==> config.mk <==
export PLATFORM = sky130hd
export DESIGN_NAME = flow_toeplitz_hash_bucket
export DESIGN_NICKNAME = d
export VERILOG_FILES = /design/src/rtl/tth_pkg.sv /design/src/rtl/tth_hash_stage.sv /design/src/rtl/tth_mod_stage.sv /design/src/rtl/flow_toeplitz_hash_bucket.sv
export VERILOG_INCLUDE_DIRS = /design/src /design/src/rtl
export SDC_FILE = /design/constraint.sdc
export NUM_CORES = 2
export LEC_CHECK = 0
export BUFFER_PORTS_ARGS = -buffer_cell sky130_fd_sc_hd__buf_2
export CAP_MARGIN = 5
export CORE_UTILIZATION = 35
export CTS_CLUSTER_SIZE = 25
export DETAILED_ROUTE_END_ITERATION = 10
export PLACE_DENSITY_LB_ADDON = 0.25
export SLEW_MARGIN = 20
export SYNTH_ARGS = -nofsm -noshare
export SYNTH_HDL_FRONTEND = slang
export SYNTH_SLANG_ARGS = --single-unit
==> constraint.sdc <==
create_clock -name clk -period 30.4 [get_ports clk]
set_input_delay 6.08 -clock clk [delete_from_list [all_inputs] [get_ports clk]]
set_output_delay 6.08 -clock clk [all_outputs]
set_load 0.05 [all_outputs]
==> src/rtl/flow_toeplitz_hash_bucket_macros.svh <==
// ----------------------------------------------------------------------------
// Flow Toeplitz hash bucket - assertion macros
// Concurrent assertion helpers; empty when SYNTHESIS is defined.
// ----------------------------------------------------------------------------
`ifndef FLOW_TOEPLITZ_HASH_BUCKET_MACROS_SVH
`define FLOW_TOEPLITZ_HASH_BUCKET_MACROS_SVH

`ifndef SYNTHESIS
// same-cycle implication
`define TTH_ASSERT_IMPL(label, clk, rst_n, ante, cons) \
    label: assert property (@(posedge clk) disable iff (!rst_n) (ante) |-> (cons)) \
        else $error("tth assertion failed");
// next-cycle implication
`define TTH_ASSERT_NEXT(label, clk, rst_n, ante, cons) \
    label: assert property (@(posedge clk) disable iff (!rst_n) (ante) |=> (cons)) \
        else $error("tth assertion failed");
`else
`define TTH_ASSERT_IMPL(label, clk, rst_n, ante, cons)
`define TTH_ASSERT_NEXT(label, clk, rst_n, ante, cons)
`endif

`endif

==> src/rtl/tth_pkg.sv <==
// ----------------------------------------------------------------------------
// tth_pkg
// Types, register indexes and hash helpers for the flow Toeplitz hash block.
// ----------------------------------------------------------------------------
`timescale 1ns / 1ps

package tth_pkg;

    localparam int KEY_W    = 128;
    localparam int HASH_W   = 32;
    localparam int DIGIT_W  = 8;
    localparam int DIV_W    = 9;
    localparam int CFG_IDX_W = 2;
    localparam int CFG_DATA_W = 64;

    localparam logic [CFG_IDX_W-1:0] REG_KEY_UPPER     = 2'd0;
    localparam logic [CFG_IDX_W-1:0] REG_KEY_LOWER     = 2'd1;
    localparam logic [CFG_IDX_W-1:0] REG_LOCAL_ADDRESS = 2'd2;
    localparam logic [CFG_IDX_W-1:0] REG_BUCKET_COUNT  = 2'd3;

    localparam logic [DIV_W-1:0] BUCKET_MAX = 9'd256;

    typedef struct packed {
        logic [31:0] remote_ip;
        logic [15:0] remote_port;
        logic [15:0] host_port;
    } in_t;

    typedef struct packed {
        logic [31:0] raw_hash;
        logic [7:0]  bucket;
    } out_t;

    // partial hashes, one per tuple word
    typedef struct packed {
        logic [HASH_W-1:0] p_remote;
        logic [HASH_W-1:0] p_local;
        logic [HASH_W-1:0] p_ports;
    } part_t;

    // beat moving through the modulo stages
    typedef struct packed {
        logic [HASH_W-1:0]  raw_hash;
        logic [DIGIT_W-1:0] rem;
    } mod_beat_t;

    // XOR of the key windows selected by the set bits of one 32-bit tuple word;
    // base is the tuple bit position of the word's msb
    function automatic logic [HASH_W-1:0] word_hash(
        input logic [31:0]      word,
        input logic [KEY_W-1:0] key,
        input int               base
    );
        logic [HASH_W-1:0] h;
        logic [KEY_W-1:0]  sh;
        h = '0;
        for (int b = 0; b < 32; b++) begin
            sh = key << (base + b);
            if (word[31-b]) begin
                h = h ^ sh[KEY_W-1 -: HASH_W];
            end
        end
        return h;
    endfunction

endpackage

==> src/rtl/tth_hash_stage.sv <==
// ----------------------------------------------------------------------------
// tth_hash_stage
// First pipeline stage: registered per-word partial Toeplitz hashes.
// ----------------------------------------------------------------------------
`timescale 1ns / 1ps

module tth_hash_stage (
    input  logic                       clk,
    input  logic                       rst_n,
    input  logic                       in_valid,
    output logic                       in_ready,
    input  tth_pkg::in_t               in_data,
    input  logic [tth_pkg::KEY_W-1:0]  key,
    input  logic [31:0]                local_address,
    output logic                       out_valid,
    input  logic                       out_ready,
    output tth_pkg::part_t             out_part
);
    import tth_pkg::*;

    logic  valid_reg;
    logic  valid_next;
    part_t part_reg;
    part_t part_next;
    logic  load;

    assign in_ready = !valid_reg || out_ready;
    assign load     = in_valid && in_ready;

    always_comb
    begin
        part_next.p_remote = word_hash(in_data.remote_ip, key, 0);
        part_next.p_local  = word_hash(local_address, key, 32);
        part_next.p_ports  = word_hash({in_data.remote_port, in_data.host_port}, key, 64);
        valid_next         = in_ready ? in_valid : valid_reg;
    end

    always_ff @(posedge clk or negedge rst_n)
    begin
        if (!rst_n)
        begin
            valid_reg <= 1'b0;
        end
        else
        begin
            valid_reg <= valid_next;
        end
    end

    always_ff @(posedge clk)
    begin
        if (load)
        begin
            part_reg <= part_next;
        end
    end

    assign out_valid = valid_reg;
    assign out_part  = part_reg;

endmodule

==> src/rtl/tth_mod_stage.sv <==
// ----------------------------------------------------------------------------
// tth_mod_stage
// One modulo stage: eight restoring reduction steps over one hash byte.
// ----------------------------------------------------------------------------
`timescale 1ns / 1ps

module tth_mod_stage (
    input  logic                          clk,
    input  logic                          rst_n,
    input  logic                          in_valid,
    output logic                          in_ready,
    input  tth_pkg::mod_beat_t            in_beat,
    input  logic [tth_pkg::DIGIT_W-1:0]   digits,
    input  logic [tth_pkg::DIV_W-1:0]     divisor,
    output logic                          out_valid,
    input  logic                          out_ready,
    output tth_pkg::mod_beat_t            out_beat
);
    import tth_pkg::*;

    logic      valid_reg;
    logic      valid_next;
    mod_beat_t beat_reg;
    mod_beat_t beat_next;
    logic      load;

    assign in_ready = !valid_reg || out_ready;
    assign load     = in_valid && in_ready;

    // remainder stays below divisor (<= 256), so it fits one byte
    always_comb
    begin
        logic [DIGIT_W-1:0] r;
        logic [DIV_W-1:0]   t;
        r = in_beat.rem;
        for (int i = DIGIT_W - 1; i >= 0; i--) begin
            t = {r, digits[i]};
            if (t >= divisor) begin
                t = t - divisor;
            end
            r = t[DIGIT_W-1:0];
        end
        beat_next.raw_hash = in_beat.raw_hash;
        beat_next.rem      = r;
        valid_next         = in_ready ? in_valid : valid_reg;
    end

    always_ff @(posedge clk or negedge rst_n)
    begin
        if (!rst_n)
        begin
            valid_reg <= 1'b0;
        end
        else
        begin
            valid_reg <= valid_next;
        end
    end

    always_ff @(posedge clk)
    begin
        if (load)
        begin
            beat_reg <= beat_next;
        end
    end

    assign out_valid = valid_reg;
    assign out_beat  = beat_reg;

endmodule

==> src/rtl/flow_toeplitz_hash_bucket.sv <==
// ----------------------------------------------------------------------------
// flow_toeplitz_hash_bucket
// Toeplitz RSS hash of an IPv4 flow tuple, reduced to a worker bucket.
// ----------------------------------------------------------------------------
// Usage:
//   Input beats (in_valid/in_ready/in_data) carry remote address and ports;
//   the local address and 128-bit key come from configuration registers.
//   Each input beat yields one output beat (out_valid/out_ready/out_data)
//   with the 32-bit hash and hash modulo the bucket count.
//   An accepted beat reaches out_valid through one hash stage, then
//   four modulo stages of eight reduction steps each (one hash byte apiece).
//   Throughput is one beat per cycle; every stage holds one beat and moves
//   it on whenever the stage after it is empty or being drained.
//   When the receiver stalls, the stages fill up behind the output register
//   and in_ready drops only once all five are full; nothing is dropped.
//   Reset clears the stage valid bits, zeroes key and local address, and
//   sets bucket count to 1. Configuration writes take effect at once and
//   belong in idle periods. A bucket count of 0 acts as 1, above 256 as 256.
// ----------------------------------------------------------------------------
`timescale 1ns / 1ps
`include "flow_toeplitz_hash_bucket_macros.svh"

module flow_toeplitz_hash_bucket (
    input  logic                            clk,
    input  logic                            rst_n,
    input  logic                            cfg_wr_en,
    input  logic [tth_pkg::CFG_IDX_W-1:0]   cfg_index,
    input  logic [tth_pkg::CFG_DATA_W-1:0]  cfg_data,
    input  logic                            in_valid,
    output logic                            in_ready,
    input  tth_pkg::in_t                    in_data,
    output logic                            out_valid,
    input  logic                            out_ready,
    output tth_pkg::out_t                   out_data
);
    import tth_pkg::*;

    localparam int MOD_STAGES = HASH_W / DIGIT_W;

    // configuration registers
    logic [63:0]      key_upper_reg;
    logic [63:0]      key_lower_reg;
    logic [31:0]      local_address_reg;
    logic [DIV_W-1:0] bucket_count_reg;

    always_ff @(posedge clk or negedge rst_n)
    begin
        if (!rst_n)
        begin
            key_upper_reg     <= '0;
            key_lower_reg     <= '0;
            local_address_reg <= '0;
            bucket_count_reg  <= DIV_W'(1);
        end
        else if (cfg_wr_en)
        begin
            unique case (cfg_index)
                REG_KEY_UPPER:     key_upper_reg     <= cfg_data;
                REG_KEY_LOWER:     key_lower_reg     <= cfg_data;
                REG_LOCAL_ADDRESS: local_address_reg <= cfg_data[31:0];
                REG_BUCKET_COUNT:  bucket_count_reg  <= cfg_data[DIV_W-1:0];
                default:           ;
            endcase
        end
    end

    // effective divisor: clamp into 1..256
    logic [DIV_W-1:0] divisor;
    always_comb
    begin
        if (bucket_count_reg == '0)
            divisor = DIV_W'(1);
        else if (bucket_count_reg > BUCKET_MAX)
            divisor = BUCKET_MAX;
        else
            divisor = bucket_count_reg;
    end

    // stage 1: partial hashes per tuple word
    logic  ha_valid;
    logic  ha_ready;
    part_t ha_part;

    tth_hash_stage u_hash (
        .clk           (clk),
        .rst_n         (rst_n),
        .in_valid      (in_valid),
        .in_ready      (in_ready),
        .in_data       (in_data),
        .key           ({key_upper_reg, key_lower_reg}),
        .local_address (local_address_reg),
        .out_valid     (ha_valid),
        .out_ready     (ha_ready),
        .out_part      (ha_part)
    );

    // fold partials; first modulo stage starts from a zero remainder
    mod_beat_t fold_beat;
    assign fold_beat.raw_hash = ha_part.p_remote ^ ha_part.p_local ^ ha_part.p_ports;
    assign fold_beat.rem      = '0;

    // stages 2..5: modulo reduction, msb byte first
    logic      m_valid [MOD_STAGES];
    logic      m_ready [MOD_STAGES];
    mod_beat_t m_beat  [MOD_STAGES];

    tth_mod_stage u_mod0 (
        .clk       (clk),
        .rst_n     (rst_n),
        .in_valid  (ha_valid),
        .in_ready  (ha_ready),
        .in_beat   (fold_beat),
        .digits    (fold_beat.raw_hash[HASH_W-1 -: DIGIT_W]),
        .divisor   (divisor),
        .out_valid (m_valid[0]),
        .out_ready (m_ready[0]),
        .out_beat  (m_beat[0])
    );

    for (genvar g = 1; g < MOD_STAGES; g++) begin : g_mod
        tth_mod_stage u_mod (
            .clk       (clk),
            .rst_n     (rst_n),
            .in_valid  (m_valid[g-1]),
            .in_ready  (m_ready[g-1]),
            .in_beat   (m_beat[g-1]),
            .digits    (m_beat[g-1].raw_hash[HASH_W-1-DIGIT_W*g -: DIGIT_W]),
            .divisor   (divisor),
            .out_valid (m_valid[g]),
            .out_ready (m_ready[g]),
            .out_beat  (m_beat[g])
        );
    end

    assign out_valid                   = m_valid[MOD_STAGES-1];
    assign m_ready[MOD_STAGES-1]       = out_ready;
    assign out_data.raw_hash           = m_beat[MOD_STAGES-1].raw_hash;
    assign out_data.bucket             = m_beat[MOD_STAGES-1].rem;

    // an empty output stage means every stage can take a beat
    `TTH_ASSERT_IMPL(a_ready_when_empty, clk, rst_n, !out_valid, in_ready)
    // an accepted input lands in the hash stage
    `TTH_ASSERT_NEXT(a_accept_loads, clk, rst_n, in_valid && in_ready, ha_valid)
    // a hash-stage beat moves into the first modulo stage when it is free
    `TTH_ASSERT_NEXT(a_hash_advances, clk, rst_n, ha_valid && ha_ready, m_valid[0])

endmodule
==> metrics.md <==
| Metric | Value |
|---|---|
| WL/cell | `25.3 um` |
| Async S/R FF share, synth | `0.403` |
| Final setup viols | `0` |
| Critical Path Most Common Cell | `ha_1` |
| Drt pass-1 iters | `6` |
| Max clock buf depth | `3` |
| Die Wd | `447 um` |
| Top cells by area, synth | `xnor2_1 31%, nand2_1 17%, edfxtp_1 11%` |
| Achievable Freq | `55.9 MHz` |
| Clock sinks | `429` |
| Worst slew pin tran | `1.22 ns` |
| Max stage delay on crit path | `0.85 ns` |
| Flops & latches, synth | `429` |
| Met3 Use GR | `0.0528` |
| Met2 GRT Util | `0.454` |
| Largest register FFs | `120` |
| Endpoint class of the critical path | `flop` |
| Syn Area/Cell | `7.38 um2` |
| Setup CP Type | `reg -> reg` |
| Mapped Cells | `9,393` |
| Min-delay worst type | `reg -> reg` |
| # IOs | `177` |
| Final Cycle Share | `0.589` |
| Critical path's slowest cell | `o2111ai_1` |
| CP startpoint | `bucket_count_reg[8]$_DFFE_PN0P_` |
| R2R depth | `61` |
| Final max-slew violation count | `0` |
| Initial Util | `0.354` |
| Prevailing post-synth register cell | `edfxtp_1` |
| # DRC | `0` |
| Initial antenna violation count | `6` |
| Minimum clock period after layout | `17.90 ns` |
| Drt total wl | `298,000 um` |
| Placer Congestion | `0.870` |
| Most frequent cells after synthesis | `3,184 x nand2_1, 2,475 x xnor2_1, 721 x xor2_1` |
| Clock root buffer | `clkbuf_16` |
| Netlist cell types | `93` |
| R2R Path End | `g_mod[3].u_mod.out_beat[4]$_DFFE_PP_` |
| Max_slew headroom | `0.178` |
| RSZ-0062 raised after global routing | `false` |
| Share of layout cells above drive strength 1 | `0.0819` |
| Hold-fix buffers, CTS | `0` |
| Row count | `162` |
| DP Worst Slack | `12.19 ns` |
| DR iter-0 viols | `7,704` |
| Via density | `5.58` |
| Leading area contributor after synthesis | `xnor2_1` |
| Gr busiest metal | `met2` |
| DR vias | `65,600` |
| Post-Syn Nets | `9,841` |
| CTS tree | `built` |
| Met1 global-route usage | `0.367` |
| Yosys warnings | `0` |
| Most common cell in the netlist | `nand2_1` |
| Clock latency on the worst-skew pair | `0.71 ns` |
| Final ANT Viol Nets | `0` |
| GR Overflow Total | `0` |
| TritonCTS Buffers | `56` |
| Clock-pin slew on the worst setup and hold paths | `0.06 ns` |
| Setup Skew | `0.0523 ns` |
| Die area | `200,000 um2` |
| Arrival time worst endpoint | `18.41 ns` |
| Register area share after synthesis | `0.173` |
| Crit Path Max Fanout | `33` |
| Fillcell total | `20,200` |
| Critical path data required time | `30.91 ns` |
| Final hold violations | `0` |
| Hold path cells | `0` |
| Crit start category | `flop` |
| Hold_sp | `g_mod[1].u_mod.out_beat[33]$_DFFE_PP_` |
| Max Cap Viol | `0` |
| Die Y | `447 um` |
| Fin worst setup slack | `12.50 ns` |
| Outcome | `finished clean` |
| Reg-to-reg startpoint | `bucket_count_reg[8]$_DFFE_PN0P_` |
| Vias in the first global route | `63,900` |
| Pin count of the biggest net entering global routing | `60` |
| Footprint of the multi-input gates | `54,100 um2` |
| Number of flops mapped to enable cells by yosys | `256` |
| Register area | `12,000 um2` |
| Share of the synthesized area in the top cell type | `0.313` |
| Mapped cell area | `69,300 um2` |
| First-pass GRT wire length | `432,000 um` |
| Area grow syn2layout | `6.86%` |
| Overall global routing resource usage | `0.289` |
| Placed wire-length estimate | `169,000 um` |
| Port bufs | `176` |
| End of the critical path | `g_mod[3].u_mod.out_beat[4]$_DFFE_PP_` |
| Cts repair resizes | `0` |
| Setup Total Neg Slack | `0 ns` |
| Fin nets | `9,529` |
| Htree depth | `2` |
| Post-CTS setup buffer count | `0` |
| Core ar. | `196,000 um2` |
| Reg2Reg Setup Slack | `12.50 ns` |
through the flow:
| stage | std cells | hold WS [ns] | cell area (um2) | util |
|---|---|---|---|---|
| after CTS | 11800 | 0.416 | 74000 | 0.378 |
| after global routing | 11800 | 0.426 | 74100 | 0.378 |
| after global placement | 11600 | 0.403 | 72100 | 0.368 |
| after floorplan | 9393 | 0.400 | 69300 | - |
| after detailed placement | 11600 | 0.406 | 72100 | 0.368 |
| final | 11800 | 0.414 | 74100 | 0.378 |
layout by cell type, fill, tap and decap left out, types with 65 or more instances in the layout:
cell type / synthesis / final
ha_1: 282 / 282
nor2_1: 153 / 153
dfrtp_1: 172 / 160
nand2_1: 3184 / 3179
buf_4: 0 / 177
a21oi_1: 178 / 178
o21ai_0: 96 / 96
inv_1: 135 / 134
buf_2: 5 / 175
xnor2_1: 2475 / 2475
mux2_2: 229 / 229
xor2_1: 721 / 721
edfxtp_1: 256 / 256
o21a_1: 66 / 65
layout make-up:
| cell class | instances | share of cell area |
|---|---|---|
| Multi-Input combinational cell | 8105 | 0.731 |
| Antenna cell | 2 | 0.0000676 |
| Clock buffer | 71 | 0.0209 |
| Inverter | 136 | 0.00689 |
| Clock inverter | 35 | 0.00480 |
| Tap cell | 2624 | 0.0443 |
| Sequential cell | 429 | 0.162 |
| Timing Repair Buffer | 353 | 0.0300 |
worst max-delay path: cells and delay by family, from the launching register on:
kind,cells,cell delay [ns]
compound gates,29,7.87
simple gates,16,4.38
fa+ha+maj,8,2.81
mux,3,1.24
buf+inv,5,0.90
flops,1,0.47
worst min path at each step:
stage,endpoint
final,g_mod[2].u_mod.out_beat[33]$_DFFE_PP_
after global routing,g_mod[2].u_mod.out_beat[15]$_DFFE_PP_
after CTS,g_mod[2].u_mod.out_beat[33]$_DFFE_PP_
after detailed placement,g_mod[1].u_mod.out_beat[32]$_DFFE_PP_
after global placement,g_mod[2].u_mod.out_beat[33]$_DFFE_PP_
after floorplan,g_mod[1].u_mod.out_beat[10]$_DFFE_PP_
kinds of logic after synthesis:
logic type                 after synthesis  synth area share
and+or+nand+nor                       3691             0.212
xor gates and xnor gates              3196             0.404
buffers and inverters                  859            0.0466
AOI/OAI and AO/OA                      647            0.0627
DFF                                    429             0.173
adders and majority gates              313            0.0599
muxes                                  258            0.0414
routing by layer:
layer  wire length, um  vias up  part of all wire
met4             20200        2             0.068
li1                  -    28900                 -
met3             33500     1083              0.11
met5                15        -          0.000050
met1            115000    31300              0.39
met2            129000     4262              0.43
Power is left out: the tool's default activity adds up to more than one toggle a clock period on the data nets, which glitch-free logic cannot reach.
